==> src/hw/rtl/lrgg_pkg.sv <==
`timescale 1ns / 1ps

package lrgg_pkg;

    localparam int CHAN_W    = 8;
    localparam int NUM_LANES = 4;
    localparam int COLOR_W   = CHAN_W * NUM_LANES;
    localparam int COORD_W   = 16;
    localparam int DIM_W     = COORD_W + 1;
    // numerator s*(span-j) + e*j stays below 256*span
    localparam int NUM_W     = CHAN_W + COORD_W;
    localparam int STEP_W    = 3;
    localparam int CFG_IDX_W = 2;

    localparam logic [DIM_W-1:0] MAX_DIM      = DIM_W'(65536);
    localparam logic [DIM_W-1:0] RESET_WIDTH  = DIM_W'(800);
    localparam logic [DIM_W-1:0] RESET_HEIGHT = DIM_W'(600);
    localparam logic [STEP_W-1:0] LAST_STEP   = STEP_W'(CHAN_W - 1);

    typedef enum logic [CFG_IDX_W-1:0] {
        CFG_START_COLOR  = 2'd0,
        CFG_END_COLOR    = 2'd1,
        CFG_FRAME_WIDTH  = 2'd2,
        CFG_FRAME_HEIGHT = 2'd3
    } cfg_index_t;

    // clamped configuration as seen by the datapath
    typedef struct packed {
        logic [COLOR_W-1:0] start_color;
        logic [COLOR_W-1:0] end_color;
        logic [DIM_W-1:0]   width;
        logic [DIM_W-1:0]   height;
        logic [COORD_W-1:0] divisor;  // width-1, or 1 for a one-pixel row
    } cfg_t;

    typedef struct packed {
        logic accept;
        logic load_num;
        logic div_step;
        logic load_out;
    } dp_cmd_t;

    typedef struct packed {
        logic out_free;
    } dp_status_t;

endpackage

==> src/hw/rtl/linear_rgba_gradient_generator.sv <==
`timescale 1ns / 1ps

// horizontal rgba gradient raster source
// - s_ channel: one word per pixel request; s_restart=1 restarts the frame at
//   pixel (0,0), s_restart=0 steps to the next pixel in row-major order
// - m_ channel: one word per request with the four interpolated channels,
//   column, row and end-of-row / end-of-frame flags
// - cfg channel: cfg_index selects start color, end color, width or height;
//   cfg_ready is always high; write only while no pixel is in flight
// - each channel is floor((s*(w-1-j) + e*j) / (w-1)); a one-pixel row gives
//   the start color; width/height of zero act as one, above 65536 as 65536
// - a request runs through the multiply, divide and load states: the
//   multiply state forms the numerators, the divide state runs the
//   restoring divider (one quotient bit per cycle, four lanes in parallel),
//   and the load state writes the output register once it is free
// - s_ready is high only in the idle state: one request in work at a time
// - the output register frees s_ready for the next word while the last
//   result waits; if m_ready stays low, the next result holds in the
//   datapath and s_ready stays low until the output register drains
// - reset: synchronous, active low; clears position to (0,0), restores the
//   800x600 default size and black endpoints, drops m_valid

module linear_rgba_gradient_generator
    import lrgg_pkg::*;
(
    input  logic                 aclk,
    input  logic                 aresetn,

    // configuration write
    input  logic                 cfg_valid,
    output logic                 cfg_ready,
    input  logic [CFG_IDX_W-1:0] cfg_index,
    input  logic [COLOR_W-1:0]   cfg_data,

    // pixel requests
    input  logic                 s_valid,
    output logic                 s_ready,
    input  logic                 s_restart,

    // pixels
    output logic                 m_valid,
    input  logic                 m_ready,
    output logic [CHAN_W-1:0]    m_red,
    output logic [CHAN_W-1:0]    m_green,
    output logic [CHAN_W-1:0]    m_blue,
    output logic [CHAN_W-1:0]    m_alpha,
    output logic [COORD_W-1:0]   m_column,
    output logic [COORD_W-1:0]   m_row,
    output logic                 m_end_of_row,
    output logic                 m_end_of_frame
);

    cfg_t       cfg;
    dp_cmd_t    cmd;
    dp_status_t status;

    // register file with clamping of the frame size
    lrgg_cfg_regs u_cfg (
        .aclk      (aclk),
        .aresetn   (aresetn),
        .cfg_valid (cfg_valid),
        .cfg_ready (cfg_ready),
        .cfg_index (cfg_index),
        .cfg_data  (cfg_data),
        .cfg       (cfg)
    );

    // sequencer: accept, multiply, divide, hand off to output register
    lrgg_ctrl u_ctrl (
        .aclk    (aclk),
        .aresetn (aresetn),
        .s_valid (s_valid),
        .s_ready (s_ready),
        .status  (status),
        .cmd     (cmd)
    );

    // position counters, per-channel multiply and divide, output register
    lrgg_datapath u_dp (
        .aclk           (aclk),
        .aresetn        (aresetn),
        .cfg            (cfg),
        .cmd            (cmd),
        .status         (status),
        .s_restart      (s_restart),
        .m_valid        (m_valid),
        .m_ready        (m_ready),
        .m_red          (m_red),
        .m_green        (m_green),
        .m_blue         (m_blue),
        .m_alpha        (m_alpha),
        .m_column       (m_column),
        .m_row          (m_row),
        .m_end_of_row   (m_end_of_row),
        .m_end_of_frame (m_end_of_frame)
    );

endmodule

==> src/hw/rtl/lrgg_cfg_regs.sv <==
`timescale 1ns / 1ps

module lrgg_cfg_regs
    import lrgg_pkg::*;
(
    input  logic                 aclk,
    input  logic                 aresetn,
    input  logic                 cfg_valid,
    output logic                 cfg_ready,
    input  logic [CFG_IDX_W-1:0] cfg_index,
    input  logic [COLOR_W-1:0]   cfg_data,
    output cfg_t                 cfg
);

    logic [COLOR_W-1:0] start_reg;
    logic [COLOR_W-1:0] end_reg;
    logic [DIM_W-1:0]   width_reg;
    logic [DIM_W-1:0]   height_reg;
    logic [DIM_W-1:0]   width_clamped;
    logic [DIM_W-1:0]   height_clamped;
    logic [DIM_W-1:0]   span;

    assign cfg_ready = 1'b1;

    always_ff @(posedge aclk) begin
        if (!aresetn) begin
            start_reg  <= '0;
            end_reg    <= '0;
            width_reg  <= RESET_WIDTH;
            height_reg <= RESET_HEIGHT;
        end else if (cfg_valid) begin
            unique case (cfg_index_t'(cfg_index))
                CFG_START_COLOR:  start_reg  <= cfg_data;
                CFG_END_COLOR:    end_reg    <= cfg_data;
                CFG_FRAME_WIDTH:  width_reg  <= cfg_data[DIM_W-1:0];
                CFG_FRAME_HEIGHT: height_reg <= cfg_data[DIM_W-1:0];
                default: ;
            endcase
        end
    end

    // zero reads as one, anything above the maximum as the maximum
    always_comb begin
        width_clamped  = width_reg;
        height_clamped = height_reg;
        if (width_reg == '0)
            width_clamped = DIM_W'(1);
        else if (width_reg > MAX_DIM)
            width_clamped = MAX_DIM;
        if (height_reg == '0)
            height_clamped = DIM_W'(1);
        else if (height_reg > MAX_DIM)
            height_clamped = MAX_DIM;
        span = width_clamped - DIM_W'(1);
    end

    always_comb begin
        cfg.start_color = start_reg;
        cfg.end_color   = end_reg;
        cfg.width       = width_clamped;
        cfg.height      = height_clamped;
        // one-pixel row: divide s*1 by 1 to get the start color
        cfg.divisor     = (span == '0) ? COORD_W'(1) : span[COORD_W-1:0];
    end

endmodule

==> src/hw/rtl/lrgg_ctrl.sv <==
`timescale 1ns / 1ps

module lrgg_ctrl
    import lrgg_pkg::*;
(
    input  logic       aclk,
    input  logic       aresetn,
    input  logic       s_valid,
    output logic       s_ready,
    input  dp_status_t status,
    output dp_cmd_t    cmd
);

    typedef enum logic [1:0] {
        S_IDLE,
        S_MUL,
        S_DIV,
        S_LOAD
    } state_t;

    state_t              state_reg;
    state_t              state_next;
    logic [STEP_W-1:0]   step_reg;
    logic [STEP_W-1:0]   step_next;

    assign s_ready = (state_reg == S_IDLE);

    always_comb begin
        state_next   = state_reg;
        step_next    = step_reg;
        cmd.accept   = 1'b0;
        cmd.load_num = 1'b0;
        cmd.div_step = 1'b0;
        cmd.load_out = 1'b0;
        unique case (state_reg)
            S_IDLE: begin
                if (s_valid) begin
                    cmd.accept = 1'b1;
                    state_next = S_MUL;
                end
            end
            S_MUL: begin
                cmd.load_num = 1'b1;
                step_next    = '0;
                state_next   = S_DIV;
            end
            S_DIV: begin
                cmd.div_step = 1'b1;
                step_next    = step_reg + STEP_W'(1);
                if (step_reg == LAST_STEP)
                    state_next = S_LOAD;
            end
            S_LOAD: begin
                if (status.out_free) begin
                    cmd.load_out = 1'b1;
                    state_next   = S_IDLE;
                end
            end
            default: state_next = S_IDLE;
        endcase
    end

    always_ff @(posedge aclk) begin
        if (!aresetn) begin
            state_reg <= S_IDLE;
            step_reg  <= '0;
        end else begin
            state_reg <= state_next;
            step_reg  <= step_next;
        end
    end

endmodule

==> src/hw/rtl/lrgg_datapath.sv <==
`timescale 1ns / 1ps

module lrgg_datapath
    import lrgg_pkg::*;
(
    input  logic               aclk,
    input  logic               aresetn,
    input  cfg_t               cfg,
    input  dp_cmd_t            cmd,
    output dp_status_t         status,
    input  logic               s_restart,
    output logic               m_valid,
    input  logic               m_ready,
    output logic [CHAN_W-1:0]  m_red,
    output logic [CHAN_W-1:0]  m_green,
    output logic [CHAN_W-1:0]  m_blue,
    output logic [CHAN_W-1:0]  m_alpha,
    output logic [COORD_W-1:0] m_column,
    output logic [COORD_W-1:0] m_row,
    output logic               m_end_of_row,
    output logic               m_end_of_frame
);

    // raster position
    logic [COORD_W-1:0] next_col_reg;
    logic [COORD_W-1:0] next_row_reg;
    logic [COORD_W-1:0] cur_col_reg;
    logic [COORD_W-1:0] cur_row_reg;
    logic               cur_eor_reg;
    logic               cur_eof_reg;

    logic [DIM_W-1:0]   col_a;
    logic [DIM_W-1:0]   row_a;
    logic [DIM_W-1:0]   col_b;
    logic [DIM_W-1:0]   row_b;
    logic [DIM_W-1:0]   row_c;
    logic               eor;
    logic               eof;
    logic [COORD_W-1:0] col_next;
    logic [COORD_W-1:0] row_next;

    always_comb begin
        col_a = s_restart ? '0 : {1'b0, next_col_reg};
        row_a = s_restart ? '0 : {1'b0, next_row_reg};
        // position left outside a shrunk frame wraps to the next row
        if (col_a >= cfg.width) begin
            col_b = '0;
            row_b = row_a + DIM_W'(1);
        end else begin
            col_b = col_a;
            row_b = row_a;
        end
        row_c = (row_b >= cfg.height) ? '0 : row_b;
        eor   = (col_b == cfg.width - DIM_W'(1));
        eof   = eor && (row_c == cfg.height - DIM_W'(1));
        if (eor) begin
            col_next = '0;
            row_next = eof ? '0 : COORD_W'(row_c + DIM_W'(1));
        end else begin
            col_next = COORD_W'(col_b + DIM_W'(1));
            row_next = row_c[COORD_W-1:0];
        end
    end

    always_ff @(posedge aclk) begin
        if (!aresetn) begin
            next_col_reg <= '0;
            next_row_reg <= '0;
        end else if (cmd.accept) begin
            next_col_reg <= col_next;
            next_row_reg <= row_next;
        end
    end

    always_ff @(posedge aclk) begin
        if (cmd.accept) begin
            cur_col_reg <= col_b[COORD_W-1:0];
            cur_row_reg <= row_c[COORD_W-1:0];
            cur_eor_reg <= eor;
            cur_eof_reg <= eof;
        end
    end

    // divisor shifted down one bit per quotient bit
    logic [NUM_W-1:0] dvs_reg;

    always_ff @(posedge aclk) begin
        if (cmd.load_num)
            dvs_reg <= {1'b0, cfg.divisor, {(CHAN_W-1){1'b0}}};
        else if (cmd.div_step)
            dvs_reg <= dvs_reg >> 1;
    end

    logic [CHAN_W-1:0] quot [NUM_LANES];

    for (genvar l = 0; l < NUM_LANES; l++) begin : g_lane
        logic [CHAN_W-1:0]  s_chan;
        logic [CHAN_W-1:0]  e_chan;
        logic [COORD_W-1:0] weight_s;
        logic [NUM_W:0]     num;
        logic [NUM_W:0]     trial;
        logic [NUM_W-1:0]   rem_reg;
        logic [CHAN_W-1:0]  quot_reg;

        assign s_chan   = cfg.start_color[COLOR_W-1-CHAN_W*l -: CHAN_W];
        assign e_chan   = cfg.end_color[COLOR_W-1-CHAN_W*l -: CHAN_W];
        assign weight_s = cfg.divisor - cur_col_reg;
        assign num      = ({{(NUM_W+1-CHAN_W){1'b0}}, s_chan}
                           * {{(NUM_W+1-COORD_W){1'b0}}, weight_s})
                        + ({{(NUM_W+1-CHAN_W){1'b0}}, e_chan}
                           * {{(NUM_W+1-COORD_W){1'b0}}, cur_col_reg});
        assign trial    = {1'b0, rem_reg} - {1'b0, dvs_reg};

        // restoring division, quotient known to fit a byte
        always_ff @(posedge aclk) begin
            if (cmd.load_num) begin
                rem_reg  <= num[NUM_W-1:0];
                quot_reg <= '0;
            end else if (cmd.div_step) begin
                if (!trial[NUM_W])
                    rem_reg <= trial[NUM_W-1:0];
                quot_reg <= {quot_reg[CHAN_W-2:0], ~trial[NUM_W]};
            end
        end

        assign quot[l] = quot_reg;
    end

    // output register
    logic               out_valid_reg;
    logic [CHAN_W-1:0]  red_reg;
    logic [CHAN_W-1:0]  green_reg;
    logic [CHAN_W-1:0]  blue_reg;
    logic [CHAN_W-1:0]  alpha_reg;
    logic [COORD_W-1:0] column_reg;
    logic [COORD_W-1:0] row_reg;
    logic               eor_reg;
    logic               eof_reg;

    assign status.out_free = !out_valid_reg || m_ready;

    always_ff @(posedge aclk) begin
        if (!aresetn)
            out_valid_reg <= 1'b0;
        else if (cmd.load_out)
            out_valid_reg <= 1'b1;
        else if (m_ready)
            out_valid_reg <= 1'b0;
    end

    always_ff @(posedge aclk) begin
        if (cmd.load_out) begin
            red_reg    <= quot[0];
            green_reg  <= quot[1];
            blue_reg   <= quot[2];
            alpha_reg  <= quot[3];
            column_reg <= cur_col_reg;
            row_reg    <= cur_row_reg;
            eor_reg    <= cur_eor_reg;
            eof_reg    <= cur_eof_reg;
        end
    end

    assign m_valid        = out_valid_reg;
    assign m_red          = red_reg;
    assign m_green        = green_reg;
    assign m_blue         = blue_reg;
    assign m_alpha        = alpha_reg;
    assign m_column       = column_reg;
    assign m_row          = row_reg;
    assign m_end_of_row   = eor_reg;
    assign m_end_of_frame = eof_reg;

endmodule

==> config.mk <==
export PLATFORM = sky130hd
export DESIGN_NAME = linear_rgba_gradient_generator
export DESIGN_NICKNAME = d
export VERILOG_FILES = /design/src/hw/rtl/lrgg_pkg.sv /design/src/hw/rtl/linear_rgba_gradient_generator.sv /design/src/hw/rtl/lrgg_cfg_regs.sv /design/src/hw/rtl/lrgg_ctrl.sv /design/src/hw/rtl/lrgg_datapath.sv
export SDC_FILE = /design/constraint.sdc
export NUM_CORES = 2
export LEC_CHECK = 0
export BUFFER_PORTS_ARGS = -buffer_cell sky130_fd_sc_hd__buf_4
export CORE_MARGIN = 5
export CORE_UTILIZATION = 30
export DETAILED_ROUTE_END_ITERATION = 7
export GPL_ROUTABILITY_DRIVEN = 0
export GPL_TIMING_DRIVEN = 0
export PLACE_DENSITY_LB_ADDON = 0.05
export SLEW_MARGIN = 20
export SYNTH_ARGS = -nofsm -noshare
export SYNTH_HDL_FRONTEND = slang
export SYNTH_SLANG_ARGS = --single-unit
==> constraint.sdc <==
create_clock -name aclk -period 24.1 [get_ports aclk]
set_input_delay 1.205 -clock aclk [delete_from_list [all_inputs] [get_ports aclk]]
set_output_delay 1.205 -clock aclk [all_outputs]
set_load 0.05 [all_outputs]
Yosys cells after proc, flatten, opt, wreduce, memory -nomap -nowiden
Index checks and enable logic that the tools add are counted.
- muxes and demuxes: 40
- multipliers: 8
- add/subtract/negate cells: 15
- equal/unequal tests: 16
- reductions and logical operators: 20
- order comparisons: 4
- bitwise logic cells: 4
- operator list (cell ; count):
    24-bit two-way mux ; 12
    8-bit by 16-bit multiplier with 24-bit output ; 8
    16-bit two-way mux ; 7
    17-bit two-way mux ; 6
    24-bit by 23-bit subtractor with 25-bit output ; 4
    24-bit adder ; 4
    17-bit zero test ; 3
    23-bit two-way mux ; 2
    17-bit >= comparator ; 2
    17-bit > comparator, second input constant ; 2
    17-bit by 1-bit subtractor with 17-bit output, second input constant ; 2
    16-bit by 1-bit adder with 16-bit output, second input constant ; 2
    17-bit by 1-bit adder with 17-bit output, second input constant ; 1
    16-bit by 17-bit equality test with 1-bit output ; 1
    17-bit equality test ; 1
    2-bit AND reduction ; 8
    16-bit subtractor ; 1
    2-bit inequality test, second input constant ; 6
    2-bit equality test, second input constant ; 4
    1-bit two-way mux ; 8
    2-bit one-hot mux with 4 select lines ; 1
    2-bit two-way mux ; 3
    3-bit one-hot mux with 2 select lines ; 1
    2-bit nonzero test ; 3
    other kinds (10) ; 15
- word-level logic and storage cells: 138
- flip-flop bits (word level): 387
- output and inout bits: 69
- bits of input ports: 40

Logic depth before layout (Yosys ltp)
- word-level depth: 11
- depth in mapped cells: 50
- mapped depth without buffers: 46

Cells and area by module
Synthesis repeated with hierarchy kept, for this count alone.
- cell total of the unflattened synthesis: 6281
- area total of the unflattened synthesis: 56218.9 um^2
- by module, submodules not included (module ; times used ; area an instance (um^2) ; cells an instance ; seq. area each (um^2)):
    lrgg_datapath ; 1 ; 51430.6 ; 5672 ; 7807.5
    lrgg_cfg_regs ; 1 ; 4476.8 ; 575 ; 1961.9
    lrgg_ctrl ; 1 ; 311.5 ; 34 ; 100.1

Least setup slack after synthesis
Ideal clock, no wire load.
- path type: reg-to-reg
- from: reg u_cfg.width_reg[16]
- to: reg u_dp.g_lane[1].rem_reg[22] (data pin)
- data arrival time: 10.597 ns
- stages on the path, launching flop included: 47
- period minus slack after synthesis: 10.870 ns
- slack: 13.230 ns
- setup time: 0.273 ns
- buffers on the path: 5
- required time: 23.827 ns
- cell sequence: dfxtp_1 > clkbuf_1 > inv_1 > clkbuf_1 > buf_1 > nand2_1 > ha_1 > clkbuf_1 > nor3b_1 > a41o_1 > o221ai_1 > nor2_1 > nand4_1 > nor4_1 > nor2_1 > fa_1 > a21o_1 > a21o_1 > (+11 left out) > fa_1 > fa_1 > inv_1 > fa_1 > fa_1 > fa_1 > inv_1 > fa_1 > inv_1 > ha_1 > a21o_1 > a21oi_1 > nor2_1 > a221o_1 > or4_1 > a31oi_1 > xor2_1 > mux2i_1
- word-level cells in the longest chain between the ends: 10
- elaborated cells between the ends (all ways): 11
- classes of those cells: 3 x add/sub; 1 x mul; 1 x order compare; 4 x mux; 2 x reduce/logical
- ends and longest elaborated chain (element ; RTL line ; RTL):
    start: declaration ; lrgg_cfg_regs.sv:17 ; logic [DIM_W-1:0] width_reg;
    start signal: assignment ; lrgg_cfg_regs.sv:35 ; CFG_FRAME_WIDTH: width_reg <= cfg_data[DIM_W-1:0];
    17-bit > comparator ; lrgg_cfg_regs.sv:48 ; else if (width_reg > MAX_DIM)
    17-bit two-way mux ; lrgg_cfg_regs.sv:48 ;
    17-bit two-way mux (*) ; lrgg_cfg_regs.sv:46 ; if (width_reg == '0)
    17-bit by 1-bit subtractor with 17-bit output (*) ; lrgg_cfg_regs.sv:54 ; span = width_clamped - DIM_W'(1);
    17-bit zero test ; lrgg_cfg_regs.sv:63 ; cfg.divisor = (span == '0) ? COORD_W'(1) : span[COORD_W-1:0];
    16-bit two-way mux (*) ; lrgg_cfg_regs.sv:63 ;
    16-bit subtractor (*) ; lrgg_datapath.sv:107 ; assign weight_s = cfg.divisor - cur_col_reg;
    8-bit by 16-bit multiplier with 24-bit output (*) ; lrgg_datapath.sv:109 ; * {{(NUM_W+1-COORD_W){1'b0}}, weight_s})
    24-bit adder (*) ; lrgg_datapath.sv:110 ; + ({{(NUM_W+1-CHAN_W){1'b0}}, e_chan}
    24-bit two-way mux (*) ; lrgg_datapath.sv:116 ; if (cmd.load_num) begin
    end signal: assignment ; lrgg_datapath.sv:117 ; rem_reg <= num[NUM_W-1:0];
    end signal: assignment ; lrgg_datapath.sv:121 ; rem_reg <= trial[NUM_W-1:0];
    end: declaration ; lrgg_datapath.sv:102 ; logic [NUM_W-1:0] rem_reg;
Every way passes the cells marked *; elsewhere a longest branch is shown, timed or not.
A chain may end at the register's enable or synchronous reset.

Worst setup path in the final report
Same ends and word-level chain as after synthesis.

==> key figures <==
Synth
  • Top cells by area, synth: fa_1 30%, edfxtp_1 12%, ha_1 10%
  • Synthesized instance count: 6,154
  • Top_reg_cell synth: edfxtp_1
  • Synth top area share: 30.5%
  • Register area share after synthesis: 17.9%
  • Post-synthesis async set-or-reset flop share: 0%
  • Post-synth EDFFs: 212
  • Syn nets: 7,469
  • FF+latch count, synth: 387
  • Yosys warnings: 0
  • Netlist cell types: 99
  • Avg Cell Area, Syn: 8.94 µm²
  • Area leader, netlist: fa_1
  • Post-Syn Area: 55,000 µm²

Min path
  • Worst min-delay path class: register to register

STA
  • Fin crit share: 62.5%
  • Min Clock Period, post-route: 15.07 ns
  • Post-Route Skew: 0.0329 ns
  • Max Slew Vio Count: 0
  • RSZ-0062 raised after global routing: false
  • Hold Fails Final Rpt: 0
  • Final setup TNS: 0 ns
  • Worst Max-Slew Pin Slew: 1.15 ns
  • Worst setup margin: 9.03 ns
  • Final Hold Slack: 0.420 ns
  • Setup-failing EPs final: 0
  • Fmax: 66.4 MHz
  • Max-slew headroom at the worst pin: 22.8%

Floorplanning
  • Initial Util: 30.1%
  • Core Area: 183,000 µm²
  • Core Rows: 157
  • Die W: 438 µm
  • Die H: 438 µm
  • Io pins: 109
  • Total die area: 192,000 µm²

Run
  • Total of max-cap violations: 0

Global route
  • Gr usage total: 22.6%
  • Largest net degree at the start of global routing: 44
  • Vias in the first global route: 44,900
  • GRT Residual Overflow: 0
  • Global-route wire length before repair: 317,000 µm
  • Antenna violations before repair: 30

Clock network
  • CTS tree: done
  • Root Driver: clkbuf_16
  • H-tree depth: 2
  • Postcts setup bufs: 0
  • Resize count post-CTS: 0
  • CTS Buffer Depth: 3
  • Clock Latency Late Sink: 0.63 ns
  • Cts hold-fix bufs: 0
  • CTS clk-pin slew, worst paths: 0.06 ns
  • CTS Sinks: 387
  • Total CTS buffers: 46

Placed design
  • Dpl ws: 9.02 ns
  • I/O Buffers: 106
  • Hpwl dp: 182,000 µm
  • Placed instance area: 59,100 µm²

Detailed routing
  • Post-route DRC: 0
  • Vias per std cell: 4.85
  • First DRT Iteration DRCs: 2,979
  • Final wirelength: 217,000 µm
  • DRT antenna net count: 0
  • Via count: 42,500
  • First-pass DRT Iterations: 5
  • Wirelength per Cell: 24.8 µm

Finish
  • Register area: 9870 µm²
  • Commonest non-fill, non-tap cell in the layout: inv_1
  • Commonest non-fill, non-tap cells in the layout: 1,082 x inv_1, 934 x nand2_1, 837 x fa_1
  • Finished Cell Area: 60,800 µm²
  • Fillers: 19,300
  • Number of flip-flops under the largest register name: 96
  • Area of the multi-input gates: 40,100 µm²
  • Area Growth Syn to Fin: 10.4%
  • Layout cells sized above 1: 4.48%
  • Net count, final: 7,635

Power
  • Total power: 5.27 mW
  • PD cells: 86.8 nW/µm²
  • Maximum vdd drop: 0.0703 mV
  • LEAKAGE: 26.1 nW

Worst setup path
  • Crit Path Class: register to register
  • Critical path's most frequent cell: fa_1
  • Max incr delay on CP: 0.96 ns
  • Critical Path Fanout Max: 10
  • Startpoint types: register
  • Critical Path Slowest Stage Cell: xnor2_1
  • Worst EP arrival: 15.41 ns
  • Worst Setup End Kind: register
  • Worst EP required: 24.44 ns

Outcome
  • Outcome: finished, final reports clean
==> logic make-up after synthesis <==
kind of cell    Yosys count  share of synthesized area [%]
simple gates           2078                           18.5
flops                   387                           17.9
fa+ha+maj              1275                           40.4
xor+xnor                216                           3.47
compound gates          770                           9.32
mux                      54                          0.987
other cells               1                        0.00682
buf+inv                1373                           9.40
==> cell type report <==
| cell class | count | share of cell area [%] |
|---|---|---|
| buffer | 290 | 1.85 |
| clock buffer | 71 | 2.34 |
| clock inverter | 15 | 0.259 |
| tap | 2385 | 4.91 |
| timing repair buffer | 118 | 1.67 |
| sequential | 387 | 16.2 |
| multi-input combinational | 4394 | 66.0 |
| antenna | 16 | 0.0659 |
| inverter | 1083 | 6.69 |
==> Yosys cell counts (25+ instances only) <==
| cell type | n |
|---|---|
| inv_1 | 1082 |
| nand2_1 | 934 |
| fa_1 | 837 |
| and2_1 | 501 |
| ha_1 | 438 |
| clkbuf_1 | 265 |
| nor2_1 | 221 |
| edfxtp_1 | 212 |
| a21oi_1 | 185 |
| dfxtp_1 | 175 |
| o21ai_0 | 154 |
| xnor2_1 | 137 |
| a21boi_0 | 114 |
| xor2_1 | 78 |
| nor2b_1 | 77 |
| a21o_1 | 72 |
| nand3_1 | 66 |
| nor3_1 | 54 |
| mux2i_1 | 52 |
| nand2b_1 | 52 |
| o21a_1 | 33 |
| or3_1 | 26 |
| nand4_1 | 25 |
==> worst paths after layout <==
check,cells past startpoint,endpoint,startpoint,slack [ns]
max reg2reg,44,u_dp.g_lane[1].rem_reg[22]$_DFFE_PP_,u_cfg.width_reg[16]$_SDFFE_PN0P_,9.03
max,44,u_dp.g_lane[1].rem_reg[22]$_DFFE_PP_,u_cfg.width_reg[16]$_SDFFE_PN0P_,9.03
min reg2reg,0,u_dp.m_row[13]$_DFFE_PP_,u_dp.cur_row_reg[13]$_DFFE_PP_,0.42
min,0,u_dp.m_row[13]$_DFFE_PP_,u_dp.cur_row_reg[13]$_DFFE_PP_,0.42
==> critical path: cells and delay by family, from the launching register on <==
family,cells,cell delay [ns]
flip-flops,1,0.32
adder cells (fa/ha/maj),10,4.32
XOR/XNOR,3,2.24
AO/OA/AOI/OAI,11,3.08
buffers and inverters,10,2.66
AND/OR/NAND/NOR,9,1.92
multiplexers,1,0.16
==> report_power, final <==
| group | total (mW) | leakage, nW | switching (mW) | internal (mW) |
|---|---|---|---|---|
| Sequential | 1.10 | 3.41 | 0.112 | 0.987 |
| Clock | 0.748 | 0.781 | 0.325 | 0.423 |
| Combinational | 3.43 | 21.9 | 2.33 | 1.09 |
==> stage by stage <==
step	util [%]	cells
floorplan	-	6154
global placement	32.2	8645
detailed placement	32.4	8657
global route	33.2	8743
CTS	33.2	8743
finish	33.3	8759
==> per-layer routing <==
metal  vias up  part of all wire, %  GRT usage (%)
met1     21700                   46           32.2
li1      19700                    -              -
met3       155                  5.0           2.42
met2       911                   46           37.3
met4         0                  2.4           4.36
met5         -                    0              0
Note: power is estimated with default switching activity, not from simulation.
